**config.mk**
```make
export PLATFORM = sky130hd
export DESIGN_NAME = sequencer_clock_output_divider
export DESIGN_NICKNAME = d
export VERILOG_FILES = /design/src/sv/scod_pkg.sv /design/src/sv/scod_job_queue.sv /design/src/sv/scod_front.sv /design/src/sv/scod_back.sv /design/src/sv/sequencer_clock_output_divider.sv
export SDC_FILE = /design/constraint.sdc
export NUM_CORES = 1
export LEC_CHECK = 0
export ABC_AREA = 0
export BUFFER_PORTS_ARGS = -buffer_cell sky130_fd_sc_hd__buf_2
export CORE_MARGIN = 5
export CORE_UTILIZATION = 55
export DETAILED_ROUTE_END_ITERATION = 8
export GPL_TIMING_DRIVEN = 0
export MAX_ROUTING_LAYER = met4
export PLACE_DENSITY = 0.71
export SYNTH_ARGS = -nofsm -noshare
export SYNTH_HDL_FRONTEND = slang
export SYNTH_SLANG_ARGS = --single-unit
export TNS_END_PERCENT = 30
```
**constraint.sdc**
```tcl
create_clock -name clk -period 6.05 [get_ports clk]
set_input_delay 0.3025 -clock clk [delete_from_list [all_inputs] [get_ports clk]]
set_output_delay 0.3025 -clock clk [all_outputs]
set_load 0.02 [all_outputs]
```
**src/sv/scod_pkg.sv**
```systemverilog
// Shared types, constants and a helper function of the sequencer clock output divider.
package scod_pkg;

    localparam int NUM_REGS            = 5;
    localparam int MAX_PORTS           = 8;
    localparam int MAX_RESULTS         = 8;
    localparam int DEFAULT_PORTS       = 5;
    localparam int DEFAULT_ANALOG_PORT = 2;
    localparam int DEFAULT_PULSE_LEN   = 10;
    localparam int CFG_INDEX_W         = 3;
    localparam int DATA_W              = 8;
    localparam int PORT_W              = 3;
    localparam int JOB_DEPTH           = 4;
    localparam int JOB_PTR_W           = $clog2(JOB_DEPTH);
    localparam int JOB_CNT_W           = $clog2(JOB_DEPTH + 1);

    typedef enum logic [1:0] {
        REQ_CLOCK = 2'd0,
        REQ_TIMER = 2'd1,
        REQ_RUN   = 2'd2
    } req_type_t;

    typedef enum logic [2:0] {
        MSG_NONE     = 3'd0,
        MSG_TICK     = 3'd1,
        MSG_START    = 3'd2,
        MSG_CONTINUE = 3'd3,
        MSG_STOP     = 3'd4
    } msg_kind_t;

    typedef enum logic {
        FRONT_READY,
        FRONT_DIVIDE
    } front_state_t;

    typedef struct packed {
        req_type_t req_type;
        logic      at_position_zero;
        logic      run_request;
    } req_t;

    typedef struct packed {
        msg_kind_t         msg_kind;
        logic [PORT_W-1:0] port;
        logic              analog_clock;
        logic              analog_reset;
        logic              last;
    } res_t;

    typedef struct packed {
        msg_kind_t            run_kind;
        logic [MAX_PORTS-1:0] run_mask;
        logic [MAX_PORTS-1:0] tick_mask;
        logic                 analog_clock;
        logic                 analog_reset;
    } job_t;

    function automatic logic [PORT_W-1:0] lowest_index(input logic [MAX_PORTS-1:0] mask);
        logic [PORT_W-1:0] idx;
        idx = '0;
        for (int i = MAX_PORTS - 1; i >= 0; i--) begin
            if (mask[i])
            begin
                idx = PORT_W'(i);
            end
        end
        return idx;
    endfunction

endpackage

```
**src/sv/scod_job_queue.sv**
```systemverilog
// Short queue of message jobs between the front and the back.
module scod_job_queue
    import scod_pkg::*;
(
    input  logic clk,
    input  logic rst_n,
    input  logic push,
    input  job_t job_in,
    output logic full,
    input  logic pop,
    output job_t job_out,
    output logic empty
);

    job_t                 mem_reg [JOB_DEPTH];
    logic [JOB_PTR_W-1:0] wr_ptr_reg;
    logic [JOB_PTR_W-1:0] rd_ptr_reg;
    logic [JOB_CNT_W-1:0] count_reg;
    logic                 do_push;
    logic                 do_pop;

    assign full    = (count_reg == JOB_CNT_W'(JOB_DEPTH));
    assign empty   = (count_reg == '0);
    assign do_push = push && !full;
    assign do_pop  = pop && !empty;
    assign job_out = mem_reg[rd_ptr_reg];

    always_ff @(posedge clk or negedge rst_n)
    begin
        if (!rst_n)
        begin
            wr_ptr_reg <= '0;
            rd_ptr_reg <= '0;
            count_reg  <= '0;
        end
        else
        begin
            if (do_push)
            begin
                wr_ptr_reg <= wr_ptr_reg + JOB_PTR_W'(1);
            end
            if (do_pop)
            begin
                rd_ptr_reg <= rd_ptr_reg + JOB_PTR_W'(1);
            end
            if (do_push && !do_pop)
            begin
                count_reg <= count_reg + JOB_CNT_W'(1);
            end
            else if (do_pop && !do_push)
            begin
                count_reg <= count_reg - JOB_CNT_W'(1);
            end
        end
    end

    always_ff @(posedge clk)
    begin
        if (do_push)
        begin
            mem_reg[wr_ptr_reg] <= job_in;
        end
    end

endmodule

```
**src/sv/scod_front.sv**
```systemverilog
// Front part: takes requests, keeps run state, dividers and analog pulses, and builds message jobs.
module scod_front
    import scod_pkg::*;
#(
    parameter int PORTS       = DEFAULT_PORTS,
    parameter int ANALOG_PORT = DEFAULT_ANALOG_PORT,
    parameter int PULSE_LEN   = DEFAULT_PULSE_LEN
)
(
    input  logic                   clk,
    input  logic                   rst_n,
    input  logic                   cfg_write,
    input  logic [CFG_INDEX_W-1:0] cfg_index,
    input  logic [DATA_W-1:0]      cfg_data,
    input  logic                   accept,
    input  req_t                   request,
    output logic                   busy,
    output job_t                   job
);

    localparam logic [7:0] PULSE_LOAD = 8'(PULSE_LEN + 1);

    front_state_t state_reg;
    front_state_t state_next;

    logic [7:0] div_reg [NUM_REGS];
    logic [7:0] port_div [PORTS];
    logic [PORTS-1:0] en;
    logic [PORTS-1:0] msg_en;
    logic             analog_en;
    logic             analog_hit;

    logic       wanted_run_reg, wanted_run_next;
    logic       running_reg, running_next;
    logic [7:0] run_cnt_reg [PORTS];
    logic [7:0] run_cnt_next [PORTS];
    logic [7:0] stop_cnt_reg [PORTS];
    logic [7:0] stop_cnt_next [PORTS];
    logic [7:0] clock_left_reg, clock_left_next;
    logic       delayed_clock_reg, delayed_clock_next;
    logic [7:0] reset_left_reg, reset_left_next;
    logic       clock_level_reg, clock_level_next;
    logic       reset_level_reg, reset_level_next;

    logic [8:0] dividend_reg [PORTS];
    logic [7:0] rem_reg [PORTS];
    logic [7:0] rem_step [PORTS];
    logic [3:0] bit_reg;

    logic       at_zero;
    logic       change;
    logic       do_start;
    logic       do_stop;
    logic       pulse_start;
    logic [7:0] reset_left_tick;
    logic [7:0] run0 [PORTS];
    logic [7:0] stop1 [PORTS];
    logic [7:0] sel_cnt [PORTS];
    logic [8:0] inc_cnt [PORTS];
    logic [7:0] fast_cnt [PORTS];
    logic [PORTS-1:0] hit;
    logic [PORTS-1:0] over;
    logic       slow;
    logic       clock_req;
    logic       start_divide;
    logic       divide_done;

    genvar g;
    generate
        for (g = 0; g < PORTS; g++)
        begin : g_lane
            if (g < NUM_REGS)
            begin : g_reg
                assign port_div[g] = div_reg[g];
            end
            else
            begin : g_none
                assign port_div[g] = 8'd0;
            end
            assign en[g]     = (port_div[g] != 8'd0);
            assign msg_en[g] = en[g] && (g != ANALOG_PORT);
        end
        if (ANALOG_PORT < PORTS)
        begin : g_analog
            assign analog_en  = en[ANALOG_PORT];
            assign analog_hit = hit[ANALOG_PORT];
        end
        else
        begin : g_no_analog
            assign analog_en  = 1'b0;
            assign analog_hit = 1'b0;
        end
    endgenerate

    // Clock tick: run changes, counter selection, and increment and wrap against each port's divisor.
    always_comb
    begin
        at_zero         = request.at_position_zero;
        change          = (wanted_run_reg != running_reg);
        do_start        = (change && wanted_run_reg) || (!change && running_reg && at_zero);
        do_stop         = change && !wanted_run_reg;
        pulse_start     = do_start && at_zero && analog_en;
        reset_left_tick = pulse_start ? PULSE_LOAD : reset_left_reg;
        for (int i = 0; i < PORTS; i++) begin
            run0[i]     = at_zero ? 8'd0 : run_cnt_reg[i];
            stop1[i]    = (do_stop && en[i]) ? run0[i] : (at_zero ? 8'd0 : stop_cnt_reg[i]);
            sel_cnt[i]  = wanted_run_reg ? run0[i] : stop1[i];
            hit[i]      = en[i] && (sel_cnt[i] == 8'd0);
            inc_cnt[i]  = {1'b0, sel_cnt[i]} + 9'd1;
            over[i]     = en[i] && (inc_cnt[i] > {1'b0, port_div[i]});
            fast_cnt[i] = (inc_cnt[i] < {1'b0, port_div[i]}) ? inc_cnt[i][7:0] : 8'd0;
        end
        slow = |over;
    end

    // Divider lanes: one remainder bit per cycle.
    always_comb
    begin
        for (int i = 0; i < PORTS; i++) begin
            if ({rem_reg[i], dividend_reg[i][bit_reg]} >= {1'b0, port_div[i]})
            begin
                rem_step[i] = 8'({rem_reg[i], dividend_reg[i][bit_reg]} - {1'b0, port_div[i]});
            end
            else
            begin
                rem_step[i] = 8'({rem_reg[i], dividend_reg[i][bit_reg]});
            end
        end
    end

    assign clock_req = accept && (request.req_type == REQ_CLOCK);

    always_comb
    begin
        state_next = state_reg;
        unique case (state_reg)
            FRONT_READY:
            begin
                if (clock_req && slow)
                begin
                    state_next = FRONT_DIVIDE;
                end
            end
            FRONT_DIVIDE:
            begin
                if (bit_reg == 4'd0)
                begin
                    state_next = FRONT_READY;
                end
            end
            default:
            begin
                state_next = FRONT_READY;
            end
        endcase
    end

    always_comb
    begin
        busy         = 1'b0;
        start_divide = 1'b0;
        divide_done  = 1'b0;
        unique case (state_reg)
            FRONT_READY:
            begin
                start_divide = clock_req && slow;
            end
            FRONT_DIVIDE:
            begin
                busy        = 1'b1;
                divide_done = (bit_reg == 4'd0);
            end
            default:
            begin
                busy = 1'b0;
            end
        endcase
    end

    always_comb
    begin
        wanted_run_next    = wanted_run_reg;
        running_next       = running_reg;
        clock_left_next    = clock_left_reg;
        delayed_clock_next = delayed_clock_reg;
        reset_left_next    = reset_left_reg;
        clock_level_next   = clock_level_reg;
        reset_level_next   = reset_level_reg;
        for (int i = 0; i < PORTS; i++) begin
            run_cnt_next[i]  = run_cnt_reg[i];
            stop_cnt_next[i] = stop_cnt_reg[i];
        end
        job = '{run_kind: MSG_NONE, run_mask: '0, tick_mask: '0,
                analog_clock: 1'b0, analog_reset: 1'b0};

        if (divide_done)
        begin
            for (int i = 0; i < PORTS; i++) begin
                if (en[i] && running_reg)
                begin
                    run_cnt_next[i] = rem_step[i];
                end
                else if (en[i])
                begin
                    stop_cnt_next[i] = rem_step[i];
                end
            end
        end

        if (accept)
        begin
            case (request.req_type)
                REQ_CLOCK:
                begin
                    running_next = wanted_run_reg;
                    for (int i = 0; i < PORTS; i++) begin
                        run_cnt_next[i]  = run0[i];
                        stop_cnt_next[i] = stop1[i];
                        if (en[i] && !slow && wanted_run_reg)
                        begin
                            run_cnt_next[i] = fast_cnt[i];
                        end
                        else if (en[i] && !slow)
                        begin
                            stop_cnt_next[i] = fast_cnt[i];
                        end
                    end
                    if (pulse_start)
                    begin
                        reset_level_next = 1'b1;
                    end
                    reset_left_next = reset_left_tick;
                    if (analog_hit)
                    begin
                        if (reset_left_tick != 8'd0)
                        begin
                            delayed_clock_next = 1'b1;
                        end
                        else if (wanted_run_reg)
                        begin
                            clock_level_next = 1'b1;
                            clock_left_next  = PULSE_LOAD;
                        end
                    end
                    if (do_start)
                    begin
                        job.run_kind = at_zero ? MSG_START : MSG_CONTINUE;
                        job.run_mask = MAX_PORTS'(msg_en);
                    end
                    else if (do_stop)
                    begin
                        job.run_kind = MSG_STOP;
                        job.run_mask = MAX_PORTS'(msg_en);
                    end
                    job.tick_mask = MAX_PORTS'(hit & msg_en);
                end
                REQ_TIMER:
                begin
                    if (delayed_clock_reg && (reset_left_reg == 8'd0))
                    begin
                        delayed_clock_next = 1'b0;
                        if (running_reg)
                        begin
                            clock_level_next = 1'b1;
                            clock_left_next  = PULSE_LOAD;
                        end
                    end
                    if (clock_left_next != 8'd0)
                    begin
                        clock_left_next = clock_left_next - 8'd1;
                        if (clock_left_next == 8'd0)
                        begin
                            clock_level_next = 1'b0;
                        end
                    end
                    if (reset_left_reg != 8'd0)
                    begin
                        reset_left_next = reset_left_reg - 8'd1;
                        if (reset_left_next == 8'd0)
                        begin
                            reset_level_next = 1'b0;
                        end
                    end
                end
                REQ_RUN:
                begin
                    wanted_run_next = request.run_request;
                end
                default:
                begin
                    wanted_run_next = wanted_run_reg;
                end
            endcase
        end
        job.analog_clock = clock_level_next;
        job.analog_reset = reset_level_next;
    end

    always_ff @(posedge clk or negedge rst_n)
    begin
        if (!rst_n)
        begin
            state_reg         <= FRONT_READY;
            wanted_run_reg    <= 1'b0;
            running_reg       <= 1'b0;
            clock_left_reg    <= 8'd0;
            delayed_clock_reg <= 1'b0;
            reset_left_reg    <= 8'd0;
            clock_level_reg   <= 1'b0;
            reset_level_reg   <= 1'b0;
            bit_reg           <= 4'd0;
            for (int i = 0; i < PORTS; i++) begin
                run_cnt_reg[i]  <= 8'd0;
                stop_cnt_reg[i] <= 8'd0;
            end
            for (int r = 0; r < NUM_REGS; r++) begin
                div_reg[r] <= 8'd0;
            end
        end
        else
        begin
            state_reg         <= state_next;
            wanted_run_reg    <= wanted_run_next;
            running_reg       <= running_next;
            clock_left_reg    <= clock_left_next;
            delayed_clock_reg <= delayed_clock_next;
            reset_left_reg    <= reset_left_next;
            clock_level_reg   <= clock_level_next;
            reset_level_reg   <= reset_level_next;
            for (int i = 0; i < PORTS; i++) begin
                run_cnt_reg[i]  <= run_cnt_next[i];
                stop_cnt_reg[i] <= stop_cnt_next[i];
            end
            if (start_divide)
            begin
                bit_reg <= 4'd8;
            end
            else if (busy)
            begin
                bit_reg <= bit_reg - 4'd1;
            end
            if (cfg_write)
            begin
                for (int r = 0; r < NUM_REGS; r++) begin
                    if (cfg_index == CFG_INDEX_W'(r))
                    begin
                        div_reg[r] <= cfg_data;
                    end
                end
            end
        end
    end

    always_ff @(posedge clk)
    begin
        for (int i = 0; i < PORTS; i++) begin
            if (start_divide)
            begin
                dividend_reg[i] <= inc_cnt[i];
                rem_reg[i]      <= 8'd0;
            end
            else if (busy)
            begin
                rem_reg[i] <= rem_step[i];
            end
        end
    end

endmodule

```
**src/sv/scod_back.sv**
```systemverilog
// Back part: turns message jobs into results via an output register, one per cycle unless stalled.
module scod_back
    import scod_pkg::*;
(
    input  logic clk,
    input  logic rst_n,
    input  job_t job,
    input  logic job_valid,
    output logic job_pop,
    output res_t result,
    output logic res_valid,
    input  logic res_taken
);

    logic                 out_valid_reg, out_valid_next;
    res_t                 out_reg, out_next;
    logic                 started_reg, started_next;
    logic [MAX_PORTS-1:0] run_left_reg, run_left_next;
    logic [MAX_PORTS-1:0] tick_left_reg, tick_left_next;
    logic [2:0]           count_reg, count_next;
    logic [MAX_PORTS-1:0] run_cur;
    logic [MAX_PORTS-1:0] tick_cur;
    logic [2:0]           count_cur;
    logic                 advance;
    logic                 is_last;

    assign result    = out_reg;
    assign res_valid = out_valid_reg;
    assign advance   = job_valid && (!out_valid_reg || res_taken);

    always_comb
    begin
        run_cur        = started_reg ? run_left_reg : job.run_mask;
        tick_cur       = started_reg ? tick_left_reg : job.tick_mask;
        count_cur      = started_reg ? count_reg : 3'd0;
        run_left_next  = run_cur;
        tick_left_next = tick_cur;
        out_next       = out_reg;
        out_valid_next = out_valid_reg && !res_taken;
        started_next   = started_reg;
        count_next     = count_reg;
        job_pop        = 1'b0;
        is_last        = 1'b1;

        if (advance)
        begin
            out_next.analog_clock = job.analog_clock;
            out_next.analog_reset = job.analog_reset;
            if (run_cur != '0)
            begin
                out_next.msg_kind = job.run_kind;
                out_next.port     = lowest_index(run_cur);
                run_left_next     = run_cur & (run_cur - MAX_PORTS'(1));
            end
            else if (tick_cur != '0)
            begin
                out_next.msg_kind = MSG_TICK;
                out_next.port     = lowest_index(tick_cur);
                tick_left_next    = tick_cur & (tick_cur - MAX_PORTS'(1));
            end
            else
            begin
                out_next.msg_kind = MSG_NONE;
                out_next.port     = '0;
            end
            is_last = ((run_left_next == '0) && (tick_left_next == '0))
                      || (count_cur == 3'(MAX_RESULTS - 1));
            out_next.last  = is_last;
            out_valid_next = 1'b1;
            job_pop        = is_last;
            started_next   = !is_last;
            count_next     = count_cur + 3'd1;
        end
    end

    always_ff @(posedge clk or negedge rst_n)
    begin
        if (!rst_n)
        begin
            out_valid_reg <= 1'b0;
            started_reg   <= 1'b0;
        end
        else
        begin
            out_valid_reg <= out_valid_next;
            started_reg   <= started_next;
        end
    end

    always_ff @(posedge clk)
    begin
        out_reg       <= out_next;
        run_left_reg  <= run_left_next;
        tick_left_reg <= tick_left_next;
        count_reg     <= count_next;
    end

endmodule

```
**src/sv/sequencer_clock_output_divider.sv**
```systemverilog
// Top level of the sequencer clock output divider.
// Requests enter through a queue-like port and each one yields one or more results, one
// result per clock cycle at most: a request that causes n messages gives n results (at most
// 8, at least 1); the back stage emits one message a cycle while no result waits unpopped.
// A short job queue lets requests be taken while earlier results are still being sent.
// A clock tick that finds an enabled port's counter at or above its divisor, which can
// happen after a divisor is lowered, holds full high while the per-port remainder lanes work
// out the new counts one bit a cycle. The user is to write divisors through the configuration
// port only while the block is idle, which it does not check; unused indexes ignore writes.
module sequencer_clock_output_divider
    import scod_pkg::*;
#(
    parameter int PORTS       = DEFAULT_PORTS,
    parameter int ANALOG_PORT = DEFAULT_ANALOG_PORT,
    parameter int PULSE_LEN   = DEFAULT_PULSE_LEN
)
(
    input  logic                   clk,
    input  logic                   rst_n,
    input  logic                   push,
    output logic                   full,
    input  req_t                   request,
    output logic                   empty,
    input  logic                   pop,
    output res_t                   result,
    input  logic                   cfg_write,
    input  logic [CFG_INDEX_W-1:0] cfg_index,
    input  logic [DATA_W-1:0]      cfg_data
);

    logic accept;
    logic front_busy;
    job_t front_job;
    logic q_full;
    logic q_empty;
    job_t q_job;
    logic q_pop;
    logic res_valid;

    assign full   = front_busy || q_full;
    assign accept = push && !full;
    assign empty  = !res_valid;

    scod_front #(
        .PORTS       (PORTS),
        .ANALOG_PORT (ANALOG_PORT),
        .PULSE_LEN   (PULSE_LEN)
    ) u_front (
        .clk       (clk),
        .rst_n     (rst_n),
        .cfg_write (cfg_write),
        .cfg_index (cfg_index),
        .cfg_data  (cfg_data),
        .accept    (accept),
        .request   (request),
        .busy      (front_busy),
        .job       (front_job)
    );

    scod_job_queue u_queue (
        .clk     (clk),
        .rst_n   (rst_n),
        .push    (accept),
        .job_in  (front_job),
        .full    (q_full),
        .pop     (q_pop),
        .job_out (q_job),
        .empty   (q_empty)
    );

    scod_back u_back (
        .clk       (clk),
        .rst_n     (rst_n),
        .job       (q_job),
        .job_valid (!q_empty),
        .job_pop   (q_pop),
        .result    (result),
        .res_valid (res_valid),
        .res_taken (pop)
    );

    a_none_is_last: assert property (@(posedge clk) disable iff (!rst_n)
        (!empty && result.msg_kind == MSG_NONE) |-> result.last)
        else $error("A result without a message is not the last one of its request.");

    a_port_valid: assert property (@(posedge clk) disable iff (!rst_n)
        (!empty && result.msg_kind != MSG_NONE)
            |-> ((int'(result.port) < PORTS) && (int'(result.port) != ANALOG_PORT)))
        else $error("A message names a port that is absent or the analog port.");

    a_no_pop_empty_queue: assert property (@(posedge clk) disable iff (!rst_n)
        q_pop |-> !q_empty)
        else $error("The back stage finished a job that was not in the queue.");

endmodule

```
==> metrics.cfg <==
[finish]
largest_reg_flops = 52
syn2layout_area_growth_pct = 11.4
most-common-layout-cells = 217 x nand2_1, 174 x o21ai_0, 160 x nor2_1
layout-drive-gt1-share_pct = 11.6
final_common_cell = nand2_1
final.fill_count = 3061
nets = 2280
final_core_util_pct = 61.9

[routing]
drt_iter0_drc = 1835
wl_per_cell_um = 25.6
ant_nets = 0
drc = 0
viasPerCell = 6.62
drt-pass1-iter-count = 6
drt_wl_total_um = 67700
vias = 17512

[critical_path]
startpoint_type = register
r2r-end = u_front.run_cnt_reg[11]
critPathKind = register to register
cp-end-kind = register
r2r_cells = 20
cp.buffers_inverters = 2
cp_common_cell = ha_1
crit_chain = buf_2 -> inv_2 -> a21oi_2 -> o21ai_0 -> a21oi_1 -> ha_1 -> o21ai_1 -> o31a_1 -> nor3_2 -> ha_1 -> nand3_1 -> nand2_1 -> a41o_1 -> o211ai_1 -> o41a_1 -> and4_4 -> nand2_4 -> nor3_4 -> nor2_1 -> a221o_1
slowest_delay_ps = 500
worstReg2RegStart = u_front.running_reg
required_ps = 6470
critPathSlowestCell = a21oi_2
cp.arrival_ps = 6490
r2r_slack_ps = -10
crit_family = compound AO/OA/AOI/OAI gates
crit_fanout = 10

[synth]
yosys_register_bits = 320
yosysUniqueCellTypes = 103
synth-edff-count = 149
synthArstFlopShare_pct = 48.4
yosys_most_used_dff = dfrtp_1
synthCells = 2072
mappedNetlistArea_um2 = 20300
synth.avg_cell_area_um2 = 9.78
syn_nets = 2201
yosysWarningCount = 0
synth_seq_area_share_pct = 42.8

[timing]
slew_headroom_pct = 13.7
tns_ps = -24.7
rsz0062_at_grt = yes
finalHoldWorstSlack_ps = 30.3
timing.final.crit_share_pct = 100
slew_violations = 0
clock.fmax_mhz = 165
fin_skew_ps = 28.3
hold_viol = 0
finalCriticalPeriod_ps = 6060
setup_viol = 4
post-route-worst-setup-slack_ps = -13.5
tightest_slew_ps = 1290

[power_and_ir_drop]
leakage_uw = 0.00899
irDropWorstVdd_mv = 0.346
power_uw = 13200
power.density_nw_per_um2 = 586

[global_route]
grt_remaining_overflow = 0
grtUsageTotal_pct = 33.4
antenna_found_initial = 1
busiest_layer = met2
grt_use_met1_pct = 41.8
use_met3_pct = 7.35
first_global_vias = 17167
use_met2_pct = 52.1
grt_first_pass_wirelength_um = 102000
grt_max_degree = 94

[outcome]
violations = setup timing
status = finished, violations left

[min_path]
hold_class = input pin to register
hold_depth = 2
min_from = request[0]
min_to = u_front.wanted_run_reg

[floorplanning]
fp-row-count = 70
start_util_pct = 55.5
die_x_um = 202
boundaryPins = 31
die_area_um2 = 40800
die_y_um = 202
core_um2 = 36500

[clocking]
clk_pin_slew_ps = 60
cts.path.max_buffers = 3
root_buffer = clkbuf_16
cts_htree_levels = 2
cts_made_buffers = 37
cts.sink_count = 320
tritoncts = built
clk_latency_ps = 560

[placement]
dp.final_hpwl_um = 48000
gp_congestion = 1.04
port-buffer-count = 29
dp_slack_ps = -2240

[job]
cap_violations = 0

[per-stage QoR]
| step | instance area (µm²) | std cells |
|---|---|---|
| 2_1_floorplan | 20300 | 2072 |
| 3_3_place_gp | 21000 | 2569 |
| 3_5_place_dp | 21100 | 2573 |
| 4_1_cts | 22400 | 2641 |
| 5_1_grt | 22600 | 2646 |
| 6_report | 22600 | 2647 |
[area by class of cell]
type	count	area (µm²)	share of cell area [%]
antenna	2	5.00	0.0222
timing repair buffer	41	310	1.37
inverter	94	358	1.58
buffer	80	352	1.56
clock inverter	16	158	0.698
multi-input combinational	1577	11100	49.3
sequential	320	8670	38.4
tap	468	586	2.59
clock buffer	49	1000	4.43
[synthesized netlist by cell type, types with 22 or more instances]
library cell | number | area, µm²
o221ai_1 | 22 | 193
nor3_1 | 50 | 250
clkbuf_1 | 57 | 214
nor2_1 | 162 | 608
nand2_1 | 220 | 826
and2_1 | 45 | 282
mux2_2 | 38 | 428
nand4_1 | 26 | 163
nor2b_1 | 30 | 188
a21oi_1 | 101 | 505
a21o_1 | 23 | 173
dfrtp_1 | 155 | 3880
o21ai_0 | 175 | 876
nand3_1 | 62 | 310
a31oi_1 | 35 | 219
xnor2_1 | 31 | 272
edfxtp_1 | 149 | 4470
inv_1 | 90 | 338
xor2_1 | 27 | 236
ha_1 | 103 | 1290
mux4_2 | 23 | 518
mux2i_1 | 99 | 991
[layer usage]
metal | routed length (µm) | share of wire [%]
met1 | 27000 | 40
met2 | 31000 | 46
met3 | 6150 | 9.1
met4 | 3490 | 5.2
met5 | 0 | 0
[worst register-to-register path, delay by kind of cell (launching register included)]
kind | cells | cell delay, ps
AOI/OAI and AO/OA | 9 | 2930
adders and majority gates | 2 | 540
buffers and inverters | 2 | 650
DFF | 1 | 310
and+or+nand+nor | 7 | 1480
[cell families after synthesis]
group	count (synthesis)	share of synthesized area [%]
simple gates	716	17.5
mux	162	9.67
flops	320	42.8
compound gates	530	17.1
fa+ha+maj	110	7.00
xor+xnor	59	2.59
buf+inv	175	3.36
[where the power goes]
group,switching (µW),internal (µW)
sequential,618,3150
clock,932,1290
combinational,4600,2640
[worst max-delay path by stage]
stage | startpoint | endpoint | slack, ps | cells after the start
after CTS | u_front.div_reg[29] | u_front.rem_reg[4][6] | -20 | 18
after global placement | request[1] | u_front.rem_reg[2][4] | -3240 | 20
after floorplan | request[1] | u_front.rem_reg[0][0] | 490 | 22
after detailed placement | request[1] | u_front.rem_reg[2][4] | -2240 | 21
final | u_front.running_reg | u_front.run_cnt_reg[11] | -10 | 20
after global routing | u_front.bit_reg[0] | u_front.run_cnt_reg[34] | -160 | 16
[timing repair]
action,in CTS,in global routing
pin swaps,1,3
hold buffers,2,0
resized for setup,45,19
setup buffers,1,5
endpoints found under the hold margin,63,0
endpoints found under the setup margin,170,168
No activity file was read; power rests on OpenSTA's default activity.
